### src/design/icdf_pkg.sv
// Shared widths, register indexes and unit interface types for the inverse-CDF sampler.
`timescale 1ns / 1ps

package icdf_pkg;

  // Default sizing of the block.
  localparam int DEF_TABLE_ENTRIES = 4096;
  localparam int DEF_DRAW_BITS     = 32;

  // Fixed field widths.
  localparam int ENTRY_W     = 33;   // Q1.32 table entry
  localparam int INDEX_W     = 12;   // load index and bin number ports
  localparam int CDF_SHIFT   = 16;   // table entries are compared in Q.48
  localparam int KSI_W       = 48;   // draw aligned to Q.48
  localparam int SUB_W       = 51;   // shared subtractor width
  localparam int MUL_AW      = 33;   // signed multiplier operand A
  localparam int MUL_BW      = 34;   // signed multiplier operand B
  localparam int MUL_PW      = MUL_AW + MUL_BW;
  localparam int DIV_STEPS   = 32;   // quotient bits of the fraction
  localparam int DIV_CNT_W   = $clog2(DIV_STEPS);

  // Configuration port.
  localparam int CFG_IDX_W = 2;
  localparam logic [CFG_IDX_W-1:0] REG_T_MIN  = 2'd0;
  localparam logic [CFG_IDX_W-1:0] REG_T_STEP = 2'd1;
  localparam logic [CFG_IDX_W-1:0] REG_INV_P2 = 2'd2;
  localparam logic [31:0] INV_P2_RESET = 32'h0100_0000;

  // Operands presented to the shared arithmetic unit.
  typedef struct packed {
    logic [SUB_W-1:0]  sub_a;
    logic [SUB_W-1:0]  sub_b;
    logic [MUL_AW-1:0] mul_a;
    logic [MUL_BW-1:0] mul_b;
  } alu_req_t;

  // Results returned by the shared arithmetic unit.
  typedef struct packed {
    logic [SUB_W-1:0]  diff;
    logic [MUL_PW-1:0] prod;
  } alu_rsp_t;

endpackage

### src/design/icdf_alu.sv
// Shared arithmetic unit: a wide subtractor for compares and division, and a registered multiplier.
`timescale 1ns / 1ps

module icdf_alu (
  input  logic               clk,
  input  icdf_pkg::alu_req_t req,
  output icdf_pkg::alu_rsp_t rsp
);

  logic signed [icdf_pkg::MUL_PW-1:0] prod;

  // The difference is used in the same cycle; its sign bit gives the compare.
  assign rsp.diff = req.sub_a - req.sub_b;

  // Signed product, registered before any further use.
  always_ff @(posedge clk) begin
    prod <= $signed(req.mul_a) * $signed(req.mul_b);
  end

  assign rsp.prod = prod;

endmodule

### config.mk
export PLATFORM = sky130hd
export DESIGN_NAME = icdf_alu
export DESIGN_NICKNAME = d
export VERILOG_FILES = /design/src/design/icdf_pkg.sv /design/src/design/icdf_alu.sv
export SDC_FILE = /design/constraint.sdc
export NUM_CORES = 2
export LEC_CHECK = 0
export ABC_AREA = 1
export ABC_CLOCK_PERIOD_IN_PS = 19890
export BUFFER_PORTS_ARGS = -buffer_cell sky130_fd_sc_hd__buf_2
export CAP_MARGIN = 5
export CORE_AREA = 3 3 256 283
export DETAILED_ROUTE_END_ITERATION = 6
export DIE_AREA = 0 0 259 286
export GPL_ROUTABILITY_DRIVEN = 0
export MAX_ROUTING_LAYER = met4
export PLACE_DENSITY_LB_ADDON = 0.3
export REMOVE_ABC_BUFFERS = 1
export SLEW_MARGIN = 20
export SYNTH_ARGS = -nofsm -noshare
export SYNTH_HDL_FRONTEND = slang
export SYNTH_SLANG_ARGS = --single-unit
### constraint.sdc
create_clock -name clk -period 19.89 [get_ports clk]
set_input_delay 3.978 -clock clk [delete_from_list [all_inputs] [get_ports clk]]
set_output_delay 3.978 -clock clk [all_outputs]
set_load 0.1 [all_outputs]
== Yosys cells after proc, flatten, opt, wreduce, memory -nomap -nowiden ==
Cells that the tools add are included.

* Add/subtract/negate cells: 1
* Multipliers: 1
* Div/mod/pow operators: 0
* $lt $le $gt $ge: 0
* Equality and inequality tests: 0
* Shifts and indexed selects: 0
* Multiplexer cells: 0
* Bitwise logic cells: 0
* Reduce and logical (&&, ||, !) cells: 0

{| class="wikitable"
|+ Operators by type and width
! kind !! number
|-
| $mul A33 B34 Y67 || 1
|-
| $sub A51 B51 Y51 || 1
|}

* Register bits: 67
* Latch bits: 0
* Bits in writable memories: 0
* Bits in read-only memories: 0
* Input port bits: 170
* Output and inout port bits: 118
* Logic and storage cells: 3
* Memories kept: 0

== Logic depth before layout (Yosys ltp) ==
* Depth in word-level cells: 1
* Gate-level depth with buffers: 35
* Gate-level depth less buffers: 33

== Worst setup path after synthesis ==
OpenSTA, ideal clock, no wires.

* Path kind: input to register
* From: input req[33] (netlist name)
* To: register prod[58] (netlist name)
* Library setup time: 0.112 ns
* Arrival time: 10.918 ns
* Required time: 19.778 ns
* Slack: 8.860 ns
* Stages on the path: 26
* Buffers on the path: 2
* Path through: clkbuf_1 -> clkbuf_1 -> nand2_1 -> inv_1 -> fa_1 -> fa_1 -> fa_1 -> inv_1 -> fa_1 -> inv_1 -> fa_1 -> fa_1 -> fa_1 -> inv_1 -> fa_1 -> inv_1 -> ha_1 -> a21oi_1 -> nand2_1 -> nand2_1 -> nand2_1 -> o21bai_1 -> a21oi_1 -> nand2_1 -> nand2_1 -> nand2_1

* Longest elaborated chain between the ends: 1

{| class="wikitable"
|+ RTL lines
! item !! line !! RTL
|-
| start: declaration || icdf_alu.sv:6 || <nowiki>input icdf_pkg::alu_req_t req,</nowiki>
|-
| $mul A33 B34 Y67 || icdf_alu.sv:17 || <nowiki>prod <= $signed(req.mul_a) * $signed(req.mul_b);</nowiki>
|-
| end signal: assignment || icdf_alu.sv:17 ||
|-
| end: declaration || icdf_alu.sv:10 || <nowiki>logic signed [icdf_pkg::MUL_PW-1:0] prod;</nowiki>
|}

Every way passes these cells.

== Final worst setup path ==
* From: input req[34] (netlist name)
* To: register prod[64] (netlist name)

The elaborated chain is that of the path after synthesis.

==> flow_summary.yaml <==
critical_path:
  crit_start: "req[34]"
  path_buf_inv: 7
  critical_path_class: "in -> reg"
  cp_slowest_stage_delay_ns: 0.93
  startpoint_type: "input pin"
  worst_path_most_repeated_cell: "fa_1"
  path_cells: "buf_2, nand2_1, inv_1, fa_1, fa_1, fa_1, buf_4, inv_1, fa_1, inv_1, fa_1, fa_1, inv_1, fa_1, inv_1, fa_1, ha_1, nand2_1, nor2_1, nand2_1, nor4_1, nand2_1, nand3_1, nand2_1"
  critPathTopFamily: "adder cells"
  worst_ep_required_time_ns: 20.15
  critPathMaxFanout: 34
  cp-end-kind: "flip-flop"
  critPathCapture: "prod[64]$_DFF_P_"
  critical_path_depth: 24
  arrival_ns: 11.90
  crit_slowest_cell: "fa_1"
sta:
  fin_crit_sh_pct: 58.5
  maxSlewHeadroom_pct: 31.2
  fmaxAchievable_mhz: 85.9
  layout_min_cycle_time_ns: 11.64
  hold_viol: 0
  tightest_slew_ns: 1.03
  fin_setup_tns_ns: 0
  setup_viol: 0
  grt_setup_unrepaired: "no"
  finalMaxSlewViolations: 0
cells_and_area:
  top_regs: "prod x67"
  fin_nets: 8228
  top_register: "prod"
  syn_to_final_growth_pct: 4.24
  fill_cells: 5475
  drive_gt1_share_pct: 7.53
  largest_reg_flops: 67
synthesis:
  yosys.area.top_type: "fa_1"
  synth-seq-cells: 67
  synth_ff_type: "dfxtp_1"
  synth_edf_count: 0
  postSynthCellCount: 6559
  synth_area_leaders: "fa_1 48%, inv_1 16%, nand2_1 15%"
  syn-cell-area_um2: 48700
  async_flop_share_pct: 0
  syn_area_per_cell_um2: 7.43
  ys_seq_area_share_pct: 2.75
  yosys_warnings: 0
  netlist.area_leader.share_pct: 48.3
  synth_cell_types: 37
floorplanning:
  io_pins: 288
  dieArea_um2: 74100
  core_um2: 70100
  die_x_um: 259
  num_rows: 102
  initial_core_util_pct: 69.6
  die_y_um: 286
clock_tree:
  post_cts_buffers: 0
  cts_tree: "yes"
  cts_made_buffers: 9
  clock_path_buffers: 2
  h-tree-depth: 3
  root_buffer: "clkbuf_16"
  post_cts_resize_count: 0
  cts.sinks: 67
  clk_pin_slew_worst_paths_ns: 0.08
  postCtsHoldBufs: 0
flow_run:
  maxCapViolCount: 0
placement:
  port_buffers: 287
  post-dp-hpwl_mm: 112
drt:
  wire_per_inst_um: 17.7
  routed_wl_mm: 134
  drcViolationCount: 1
  vias: 41100
  dr.pass1.iters: 7
  viasPerCell: 5.44
  drtIter0Drc: 3428
  ant_nets: 0
outcome:
  violations: "DRC"
  status: "complete, but fails checks"
global_routing:
  grt_usage_pct: 38.9
  grt_start_max_net_pins: 36
  grt-ovfl-total: 0
  grt_pass1_vias: 44500
  grt_pass1_wl_mm: 221
  antenna_found_initial: 6
worst_hold_path:
  holdCritPathClass: "in -> reg"
## logic make-up (layout without fill, tap and decap cells)
group / count (synthesis) / count (layout) / synth area share, %
fa+ha+maj: 1446 / 1446 / 55.2
other cells: 0 / 4 / 0
flops: 67 / 67 / 2.75
compound gates: 189 / 189 / 2.10
xor+xnor: 77 / 77 / 1.38
buf+inv: 2406 / 2464 / 18.5
simple gates: 2374 / 2374 / 20.0
## synthesized netlist by cell type (47+ instances only)
library cell	count
nand3_1	116
clkbuf_1	264
fa_1	1177
nor2_2	47
a21oi_1	112
nand2_2	54
xor2_1	65
nor2_1	159
nand2_1	1893
inv_1	2124
dfxtp_1	67
ha_1	269
## area by class of cell
cell class                      instances  area [um2]  area share (%)
Antenna cell                            4        10.0          0.0197
Inverter                             2139        8030            15.8
Tap cell                              936        1170            2.30
Multi-Input combinational cell       4086       38400            75.5
Clock inverter                          6        47.5          0.0936
Timing Repair Buffer                  309        1600            3.15
Clock buffer                           10         239           0.470
Sequential cell                        67        1340            2.64
## how the worst min path moves through the flow
stage                           startpoint         endpoint  slack [ns]  cells past startpoint
after floorplan                     req[0]  prod[0]$_DFF_P_        4.07                      2
after global placement    prod[35]$_DFF_P_          rsp[35]        4.53                      1
after detailed placement   prod[1]$_DFF_P_           rsp[1]        4.53                      1
after CTS                           req[0]  prod[0]$_DFF_P_        4.29                      4
after global routing                req[0]  prod[0]$_DFF_P_        4.36                      4
final                               req[0]  prod[0]$_DFF_P_        4.33                      4
## metrics by stage
stage / std cells / setup slack [ns] / hold slack, ns / instance area [um2] / utilization (%)
finish: 7557 / 8.25 / 4.33 / 50800 / 72.5
global route: 7557 / 7.90 / 4.36 / 50800 / 72.5
CTS: 7553 / 8.38 / 4.29 / 50800 / 72.5
detailed placement: 7537 / 8.05 / 4.53 / 50500 / 72.1
global placement: 7537 / 8.22 / 4.53 / 50500 / 72.1
floorplan: 6292 / 9.18 / 4.07 / 47700 / -
## routing by layer
metal | wire [um] | GRT usage, %
met4 | 8030 | 18.4
met5 | 0 | -
met3 | 13000 | 6.52
met1 | 46600 | 46.1
met2 | 66500 | 65.2
## cells in the final DEF, fill, tap and decap left out, types with 65 or more instances in the layout
master   synthesis  routed
a21oi_1        112     112
buf_2            0     287
dfxtp_1         67      67
fa_1          1177    1177
ha_1           269     269
inv_1         2124    2124
nand2_1       1893    1893
nand3_1        116     116
nor2_1         159     159
xor2_1          65      65
Power is left out: the tool's default activity adds up to more than one toggle a clock period on the data nets, which glitch-free logic cannot reach.
